File: config.mk
export PLATFORM = sky130hd
export DESIGN_NAME = tick_interval_resampler
export DESIGN_NICKNAME = d
export VERILOG_FILES = /design/src/hw/rtl/tir_pkg.sv /design/src/hw/rtl/tick_interval_resampler.sv /design/src/hw/rtl/tir_front.sv /design/src/hw/rtl/tir_queue.sv /design/src/hw/rtl/tir_back.sv
export SDC_FILE = /design/constraint.sdc
export NUM_CORES = 2
export LEC_CHECK = 0
export ABC_AREA = 1
export BUFFER_PORTS_ARGS = -buffer_cell sky130_fd_sc_hd__buf_4
export CORE_MARGIN = 3
export CORE_UTILIZATION = 25
export DETAILED_ROUTE_END_ITERATION = 8
export MAX_ROUTING_LAYER = met4
export PLACE_DENSITY = 0.43
export SKIP_CTS_REPAIR_TIMING = 1
export SLEW_MARGIN = 20
export SYNTH_ARGS = -nofsm -noshare
export SYNTH_HDL_FRONTEND = slang
export SYNTH_SLANG_ARGS = --single-unit
File: constraint.sdc
create_clock -name clk_i -period 20.7 [get_ports clk_i]
set_input_delay 2.07 -clock clk_i [delete_from_list [all_inputs] [get_ports clk_i]]
set_output_delay 2.07 -clock clk_i [all_outputs]
set_load 0.02 [all_outputs]
File: src/hw/rtl/tir_pkg.sv
// Shared types and constants of the tick interval resampler.
`timescale 1ns / 1ps
`default_nettype none
package tir_pkg;

  localparam int unsigned TimeWidth   = 63;
  localparam int unsigned PriceWidth  = 40;
  localparam int unsigned TickVolWidth = 40;
  localparam int unsigned BarVolWidth = 48;
  localparam int unsigned IntvWidth   = 40;
  localparam int unsigned QueueDepth  = 4;
  localparam int unsigned QueueIdxWidth = $clog2(QueueDepth);
  localparam int unsigned QueueCntWidth = $clog2(QueueDepth + 1);

  localparam logic [IntvWidth-1:0] IntervalReset = 40'd1000000000;

  typedef struct packed {
    logic [TimeWidth-1:0]   start;
    logic [PriceWidth-1:0]  price;
    logic [BarVolWidth-1:0] volume;
  } bar_t;

  // One queue entry holds the bars that one tick causes: one, or two when
  // a closing tick also ends the series.
  typedef struct packed {
    bar_t first;
    bar_t second;
    logic two;
  } entry_t;

  typedef struct packed {
    logic full;
    logic empty;
  } queue_status_t;

endpackage
`default_nettype wire

File: src/hw/rtl/tick_interval_resampler.sv
// Top level of the tick interval resampler.
//
// Channel  Direction  Handshake               Payload
// cfg      in         cfg_valid_i/cfg_ready_o bucket interval, 40 bits
// tick     in         tick_valid_i/tick_stall_o time, price, volume, end flag
// bar      out        bar_valid_o/bar_stall_i start, price, volume, last flag
//
// One tick is taken every cycle while the four-entry bar queue has room.
// A bar is queued at the edge that takes its tick and then loaded into the output register.
// A tick that closes a bucket and ends the series gives two bars in turn from one output register.
// Reset clears the bucket state, the queue and the interval to one second.
// A stalled output fills the queue and then stalls the tick channel.
`timescale 1ns / 1ps
`default_nettype none
module tick_interval_resampler (
  input  wire logic                             clk_i,
  input  wire logic                             rst_ni,
  input  wire logic                             cfg_valid_i,
  output logic                                  cfg_ready_o,
  input  wire logic [tir_pkg::IntvWidth-1:0]    cfg_data_i,
  input  wire logic                             tick_valid_i,
  output logic                                  tick_stall_o,
  input  wire logic [tir_pkg::TimeWidth-1:0]    tick_time_i,
  input  wire logic [tir_pkg::PriceWidth-1:0]   tick_price_i,
  input  wire logic [tir_pkg::TickVolWidth-1:0] tick_volume_i,
  input  wire logic                             end_of_series_i,
  output logic                                  bar_valid_o,
  input  wire logic                             bar_stall_i,
  output logic [tir_pkg::TimeWidth-1:0]         bar_start_o,
  output logic [tir_pkg::PriceWidth-1:0]        bar_price_o,
  output logic [tir_pkg::BarVolWidth-1:0]       bar_volume_o,
  output logic                                  last_of_run_o
);
  import tir_pkg::*;

  entry_t        push_entry;
  entry_t        head_entry;
  queue_status_t status;
  logic          push;
  logic          pop;
  logic          tick_fire;
  bar_t          bar;

  assign cfg_ready_o  = 1'b1;
  assign tick_stall_o = status.full;
  assign tick_fire    = tick_valid_i && !status.full;

  tir_front u_front (
    .clk_i           (clk_i),
    .rst_ni          (rst_ni),
    .cfg_valid_i     (cfg_valid_i),
    .cfg_data_i      (cfg_data_i),
    .tick_fire_i     (tick_fire),
    .tick_time_i     (tick_time_i),
    .tick_price_i    (tick_price_i),
    .tick_volume_i   (tick_volume_i),
    .end_of_series_i (end_of_series_i),
    .entry_o         (push_entry),
    .push_o          (push)
  );

  tir_queue u_queue (
    .clk_i    (clk_i),
    .rst_ni   (rst_ni),
    .push_i   (push),
    .entry_i  (push_entry),
    .pop_i    (pop),
    .entry_o  (head_entry),
    .status_o (status)
  );

  tir_back u_back (
    .clk_i         (clk_i),
    .rst_ni        (rst_ni),
    .entry_i       (head_entry),
    .status_i      (status),
    .pop_o         (pop),
    .bar_valid_o   (bar_valid_o),
    .bar_stall_i   (bar_stall_i),
    .bar_o         (bar),
    .last_of_run_o (last_of_run_o)
  );

  assign bar_start_o  = bar.start;
  assign bar_price_o  = bar.price;
  assign bar_volume_o = bar.volume;

endmodule
`default_nettype wire

File: src/hw/rtl/tir_front.sv
// Front part: accepts ticks, keeps the open bucket and queues finished bars.
`timescale 1ns / 1ps
`default_nettype none
module tir_front (
  input  wire logic                           clk_i,
  input  wire logic                           rst_ni,
  input  wire logic                           cfg_valid_i,
  input  wire logic [tir_pkg::IntvWidth-1:0]  cfg_data_i,
  input  wire logic                           tick_fire_i,
  input  wire logic [tir_pkg::TimeWidth-1:0]  tick_time_i,
  input  wire logic [tir_pkg::PriceWidth-1:0] tick_price_i,
  input  wire logic [tir_pkg::TickVolWidth-1:0] tick_volume_i,
  input  wire logic                           end_of_series_i,
  output tir_pkg::entry_t                     entry_o,
  output logic                                push_o
);
  import tir_pkg::*;

  logic [IntvWidth-1:0]   interval_q;
  logic                   started_q, started_d;
  logic [TimeWidth-1:0]   start_q, start_d;
  logic [TimeWidth-1:0]   end_q, end_d;
  logic [PriceWidth-1:0]  price_q, price_d;
  logic [BarVolWidth-1:0] vol_q, vol_d;

  logic [TimeWidth:0]     open_sum;
  logic [TimeWidth:0]     next_sum;
  logic [BarVolWidth:0]   vol_sum;
  logic [TimeWidth-1:0]   open_end;
  logic [TimeWidth-1:0]   next_end;
  logic [BarVolWidth-1:0] vol_acc;
  logic                   close;
  bar_t                   old_bar;
  bar_t                   new_bar;

  assign open_sum = {1'b0, tick_time_i} + {{(TimeWidth + 1 - IntvWidth){1'b0}}, interval_q};
  assign next_sum = {1'b0, end_q} + {{(TimeWidth + 1 - IntvWidth){1'b0}}, interval_q};
  assign vol_sum  = {1'b0, vol_q} + {{(BarVolWidth + 1 - TickVolWidth){1'b0}}, tick_volume_i};
  assign open_end = open_sum[TimeWidth] ? {TimeWidth{1'b1}} : open_sum[TimeWidth-1:0];
  assign next_end = next_sum[TimeWidth] ? {TimeWidth{1'b1}} : next_sum[TimeWidth-1:0];
  assign vol_acc  = vol_sum[BarVolWidth] ? {BarVolWidth{1'b1}} : vol_sum[BarVolWidth-1:0];

  assign close = started_q && (tick_time_i >= end_q);

  always_comb begin
    start_d = start_q;
    end_d   = end_q;
    price_d = tick_price_i;
    vol_d   = {{(BarVolWidth - TickVolWidth){1'b0}}, tick_volume_i};
    if (!started_q) begin
      start_d = tick_time_i;
      end_d   = open_end;
    end else if (close) begin
      start_d = end_q;
      end_d   = next_end;
    end else begin
      vol_d = vol_acc;
    end
  end

  assign old_bar = '{start: start_q, price: price_q, volume: vol_q};
  assign new_bar = '{start: start_d, price: price_d, volume: vol_d};

  always_comb begin
    entry_o.first  = close ? old_bar : new_bar;
    entry_o.second = new_bar;
    entry_o.two    = close && end_of_series_i;
  end

  assign push_o    = tick_fire_i && (close || end_of_series_i);
  assign started_d = !end_of_series_i;

  always_ff @(posedge clk_i or negedge rst_ni) begin
    if (!rst_ni) begin
      interval_q <= IntervalReset;
      started_q  <= 1'b0;
      start_q    <= '0;
      end_q      <= '0;
      price_q    <= '0;
      vol_q      <= '0;
    end else begin
      if (cfg_valid_i) begin
        interval_q <= cfg_data_i;
      end
      if (tick_fire_i) begin
        started_q <= started_d;
        if (end_of_series_i) begin
          start_q <= '0;
          end_q   <= '0;
          price_q <= '0;
          vol_q   <= '0;
        end else begin
          start_q <= start_d;
          end_q   <= end_d;
          price_q <= price_d;
          vol_q   <= vol_d;
        end
      end
    end
  end

endmodule
`default_nettype wire

File: src/hw/rtl/tir_queue.sv
// Short queue of bar entries between the front and the back part.
`timescale 1ns / 1ps
`default_nettype none
module tir_queue (
  input  wire logic             clk_i,
  input  wire logic             rst_ni,
  input  wire logic             push_i,
  input  tir_pkg::entry_t       entry_i,
  input  wire logic             pop_i,
  output tir_pkg::entry_t       entry_o,
  output tir_pkg::queue_status_t status_o
);
  import tir_pkg::*;

  entry_t                   slots_q [QueueDepth];
  logic [QueueIdxWidth-1:0] wr_ptr_q;
  logic [QueueIdxWidth-1:0] rd_ptr_q;
  logic [QueueCntWidth-1:0] count_q;
  logic                     do_push;
  logic                     do_pop;

  assign status_o.full  = (count_q == QueueCntWidth'(QueueDepth));
  assign status_o.empty = (count_q == '0);
  assign do_push = push_i && !status_o.full;
  assign do_pop  = pop_i && !status_o.empty;
  assign entry_o = slots_q[rd_ptr_q];

  always_ff @(posedge clk_i) begin
    if (do_push) begin
      slots_q[wr_ptr_q] <= entry_i;
    end
  end

  always_ff @(posedge clk_i or negedge rst_ni) begin
    if (!rst_ni) begin
      wr_ptr_q <= '0;
      rd_ptr_q <= '0;
      count_q  <= '0;
    end else begin
      if (do_push) begin
        wr_ptr_q <= (wr_ptr_q == QueueIdxWidth'(QueueDepth - 1)) ? '0 : wr_ptr_q + 1'b1;
      end
      if (do_pop) begin
        rd_ptr_q <= (rd_ptr_q == QueueIdxWidth'(QueueDepth - 1)) ? '0 : rd_ptr_q + 1'b1;
      end
      if (do_push && !do_pop) begin
        count_q <= count_q + 1'b1;
      end else if (!do_push && do_pop) begin
        count_q <= count_q - 1'b1;
      end
    end
  end

endmodule
`default_nettype wire

File: src/hw/rtl/tir_back.sv
// Back part: unpacks queued entries into bars and holds the output register.
`timescale 1ns / 1ps
`default_nettype none
module tir_back (
  input  wire logic              clk_i,
  input  wire logic              rst_ni,
  input  tir_pkg::entry_t        entry_i,
  input  tir_pkg::queue_status_t status_i,
  output logic                   pop_o,
  output logic                   bar_valid_o,
  input  wire logic              bar_stall_i,
  output tir_pkg::bar_t          bar_o,
  output logic                   last_of_run_o
);
  import tir_pkg::*;

  logic valid_q;
  logic second_q;
  logic last_q;
  bar_t bar_q;
  logic load;

  assign load  = !valid_q || !bar_stall_i;
  assign pop_o = load && !status_i.empty && (second_q || !entry_i.two);

  always_ff @(posedge clk_i or negedge rst_ni) begin
    if (!rst_ni) begin
      valid_q  <= 1'b0;
      second_q <= 1'b0;
    end else if (load) begin
      valid_q <= !status_i.empty;
      if (!status_i.empty) begin
        second_q <= entry_i.two && !second_q;
      end
    end
  end

  always_ff @(posedge clk_i) begin
    if (load && !status_i.empty) begin
      bar_q  <= second_q ? entry_i.second : entry_i.first;
      last_q <= second_q || !entry_i.two;
    end
  end

  assign bar_valid_o   = valid_q;
  assign bar_o         = bar_q;
  assign last_of_run_o = last_q;

endmodule
`default_nettype wire

==> metrics.md <==
| Metric | Value |
|---|---|
| Hold WC Path Type | register to register |
| Dominant cells by area after synthesis | edfxtp_1 51%, nand2_1 8.6%, dfrtp_1 7.9%, nor2_1 7.0%, o21ai_0 4.6% |
| Num rows | 206 |
| CTS clk-pin slew, worst paths | 60 ps |
| FF-to-FF End | u_queue.slots_q[0][102] |
| Die ar. | 326000 um2 |
| Total congestion overflow | 0 |
| Syn Area/Cell | 9.32 um2 |
| Met3 layer wire length in the routed design | 16300 um |
| Number of failing setup endpoints in the final timing report | 0 |
| Synth-to-layout area growth | 16.8% |
| Total of flip-flops plus latches after synthesis | 1628 |
| Number of buffers between clock root and the deepest sink | 4 |
| Post-synth EDFFs | 1364 |
| Kind of start point of the critical path | primary input |
| Total Neg Setup Slack | 0 ps |
| Count of TritonRoute iterations in the first routing pass | 6 |
| Most used cell along the critical path | buf_4 |
| Post-Synthesis Cells | 8572 |
| Top cell type by total area after synthesis | edfxtp_1 |
| Worst voltage drop across the vdd grid | 0.0000919 V |
| Antenna Nets Post-Route | 0 |
| Ratio of cells with drive above 1 in the final layout | 9.32% |
| Detailed router's first-iteration violation count | 5342 |
| Post-synth cell types | 49 |
| Max-slew headroom | 25.9% |
| Hold Path Origin | u_front.start_q[62] |
| Net count after synthesis | 8954 |
| Hold path endpoint | u_front.start_q[62] |
| Placeable core area | 317000 um2 |
| Result of the run | completed |
| Maximum operating frequency | 134 MHz |
| Cell-by-cell listing of the critical path | buf_4, ha_1, nand4_1, nor4_2, nand3b_1, buf_4, nand3_4, buf_4, nand2_8, nand2_1, nand2_2, nor2_4, buf_4, buf_4, buf_4 |
| Max Slew Vio Count | 0 |
| Clock tree from TritonCTS | built |
| Metal-1 WL | 144000 um |
| DRC violation count after routing | 0 |
| Detailed-route wire length per cell | 22.9 um |
| First-pass GRT wire length | 431000 um |
| Slowest-stage cell, CP | buf_4 |
| Synth top area share | 51.3% |
| Synth Cell Area | 79900 um2 |
| Register-to-Register Setup Slack | 14000 ps |
| Warnings from Yosys | 0 |
| Async S/R FF share, synth | 16.2% |
| Detailed route wirelength on metal2 | 135000 um |
| Uppermost layer routed | met4 |
| Number of levels in the clock H-tree | 4 |
| Routability-driven placement congestion ratio | 0.966 |
| Final Instance Count excl. Fillers | 13161 |
| Transition at the pin with the smallest max-transition slack | 1110 ps |
| X dimension of the die | 571 um |
| Detailed placer's ending HPWL | 208000 um |
| Worst clock skew on the final layout | 79.3 ps |
| Pin count of the biggest net entering global routing | 120 |
| Period Utilization, post-route | 36.0% |
| Total routed wirelength | 302000 um |
| Number of nets in the final layout | 9199 |
| Initial core utilization | 25.2% |
| Detailed-route via count | 62172 |
| Primary FF master, synth | edfxtp_1 |
| Number of port buffers | 342 |
| Register-to-Register Path Depth | 15 |
| WP buf/inv | 6 |
| Minimum clock period | 7450 ps |
| WHS Path Cells | 2 |
| Clk_lat worst skew | 900 ps |
| Antenna violations before repair | 15 |
| Vias in the first global route | 59883 |
| Pwr dens | 150 nW/um2 |
| Data arrival time at the worst-slack endpoint | 7900 ps |
| Required @ worst endpoint | 21150 ps |
| Combined global-route utilization of all metal layers | 18.4% |
| DP Cell Count | 12777 |
| Setup repair after global routing missed its margin | false |
| Total number of clock tree sinks | 1628 |
| Number of CTS-inserted buffers | 198 |
| Reg2Reg Launch Point | u_front.end_q[24] |
| Hold Vio Cnt, Final | 0 |
| Via/cell ratio | 4.72 |
| Cell family with most CP delay | buffers and inverters |
| Clock root cell | clkbuf_16 |
| Sequential-to-total area share from yosys stat | 59.5% |
| Maxcap violations | 0 |
| Leakage power | 37.1 nW |
| Worst setup path class | primary input to register |
| DIE HEIGHT | 571 um |
| CP max FO | 99 |
| Max incr delay on CP | 770 ps |
| CP Capture Type | register |
| Ports | 344 |
| Final total power | 0.0140 W |
flip-flops by register name, indices dropped and copies added, names as in the netlist, 2 cells and up:
signal and count:
u_back.bar_o 151, u_front.end_q 63, u_front.interval_q 40, u_front.price_q 40
u_front.start_q 63, u_front.vol_q 48, u_queue.count_q 3, u_queue.rd_ptr_q 2
u_queue.slots_q 1212, u_queue.wr_ptr_q 2
worst min-delay path: stages (launching register included):
cell and delay [ps]:
dfrtp_1 350, nand2_1 50, nand2_1 60
final cells by class:
class,count,area (um2)
antenna,17,42.5
clock inverter,89,843
inverter,806,3060
fill,33176,223000
tap,4160,5200
multi-input combinational,5761,27800
clock buffer,278,5600
sequential,1628,47600
timing repair buffer,422,3210
how the worst max path moves through the flow:
stage | cells past startpoint | slack [ps] | startpoint | endpoint
after floorplan | 14 | 3670 | tick_time_i[62] | u_queue.slots_q[0][0]
after global placement | 15 | 11850 | tick_time_i[7] | u_queue.slots_q[0][107]
after detailed placement | 15 | 12110 | tick_time_i[16] | u_queue.slots_q[0][107]
after CTS | 15 | 13010 | tick_time_i[16] | u_queue.slots_q[0][102]
after global routing | 15 | 12880 | tick_time_i[16] | u_queue.slots_q[0][102]
final | 15 | 13250 | tick_time_i[6] | u_queue.slots_q[0][102]
Yosys cell counts, types with 5 or more instances:
cell type,number
a21o_1,6
a21oi_1,154
a31oi_1,191
and2_1,19
buf_1,32
buf_2,51
buf_4,17
buf_6,11
clkbuf_1,266
dfrtp_1,251
dfstp_2,13
edfxtp_1,1364
ha_1,189
inv_1,794
inv_2,9
mux2_2,45
nand2_1,1839
nand3_1,561
nand3_2,18
nand3b_1,10
nand4_1,77
nor2_1,1494
nor3_1,47
nor4_1,11
o21ai_0,730
o21ai_1,52
o21ai_2,5
o21bai_1,17
o22ai_1,154
or2_2,8
xnor2_1,66
xor2_1,30
through the flow:
step / setup slack [ps] / hold WS [ps] / area, um2 / util, %
after detailed placement: 12110 / 468 / 86800 / 27.4
after global placement: 11850 / 466 / 86800 / 27.4
after CTS: 13010 / 483 / 93300 / 29.5
after global routing: 12880 / 529 / 93300 / 29.5
final: 13250 / 494 / 93300 / 29.5
after floorplan: 3670 / 449 / 79900 / -
cells in the final DEF, fill, tap and decap left out, drive strengths merged, types with 5 or more instances in the layout:
cell type | netlist | layout
a21o | 6 | 6
clkinvlp | 0 | 5
nand3 | 579 | 579
nand4 | 78 | 78
xnor2 | 66 | 66
and2 | 19 | 19
edfxtp | 1364 | 1364
nor2 | 1499 | 1499
nor3 | 51 | 51
mux2 | 45 | 45
diode | 0 | 17
dfrtp | 251 | 251
o21ai | 787 | 787
nand2 | 1843 | 1843
xor2 | 30 | 30
or2 | 8 | 8
clkbuf | 266 | 278
ha | 189 | 189
nor4 | 14 | 14
buf | 111 | 422
a21oi | 158 | 158
o22ai | 154 | 154
a31oi | 191 | 191
inv | 803 | 816
nand3b | 10 | 10
bufinv | 0 | 11
o21bai | 17 | 17
dfstp | 13 | 13
clkinv | 3 | 63
power by group:
group / switching, W / internal, W / total, W / leakage [nW]
Clock: 0.00143 / 0.00203 / 0.00346 / 3.14
Sequential: 0.000389 / 0.00467 / 0.00506 / 16.0
Combinational: 0.00402 / 0.00147 / 0.00550 / 18.0
logic make-up after synthesis:
kind of cell | after synthesis | share of synthesized area, %
simple gates | 4103 | 20.9
xor+xnor | 96 | 1.05
flops | 1628 | 59.5
fa+ha+maj | 193 | 3.06
other cells | 1 | 0.00469
mux | 45 | 0.634
compound gates | 1323 | 8.99
buf+inv | 1183 | 5.82
metal layers:
layer | track usage [%] | vias to the layer above
met1 | 26.0 | 30608
met3 | 2.42 | 307
met4 | 3.97 | 0
li1 | - | 29532
met5 | - | -
met2 | 28.2 | 1725
(Power assumes the default switching activity.)
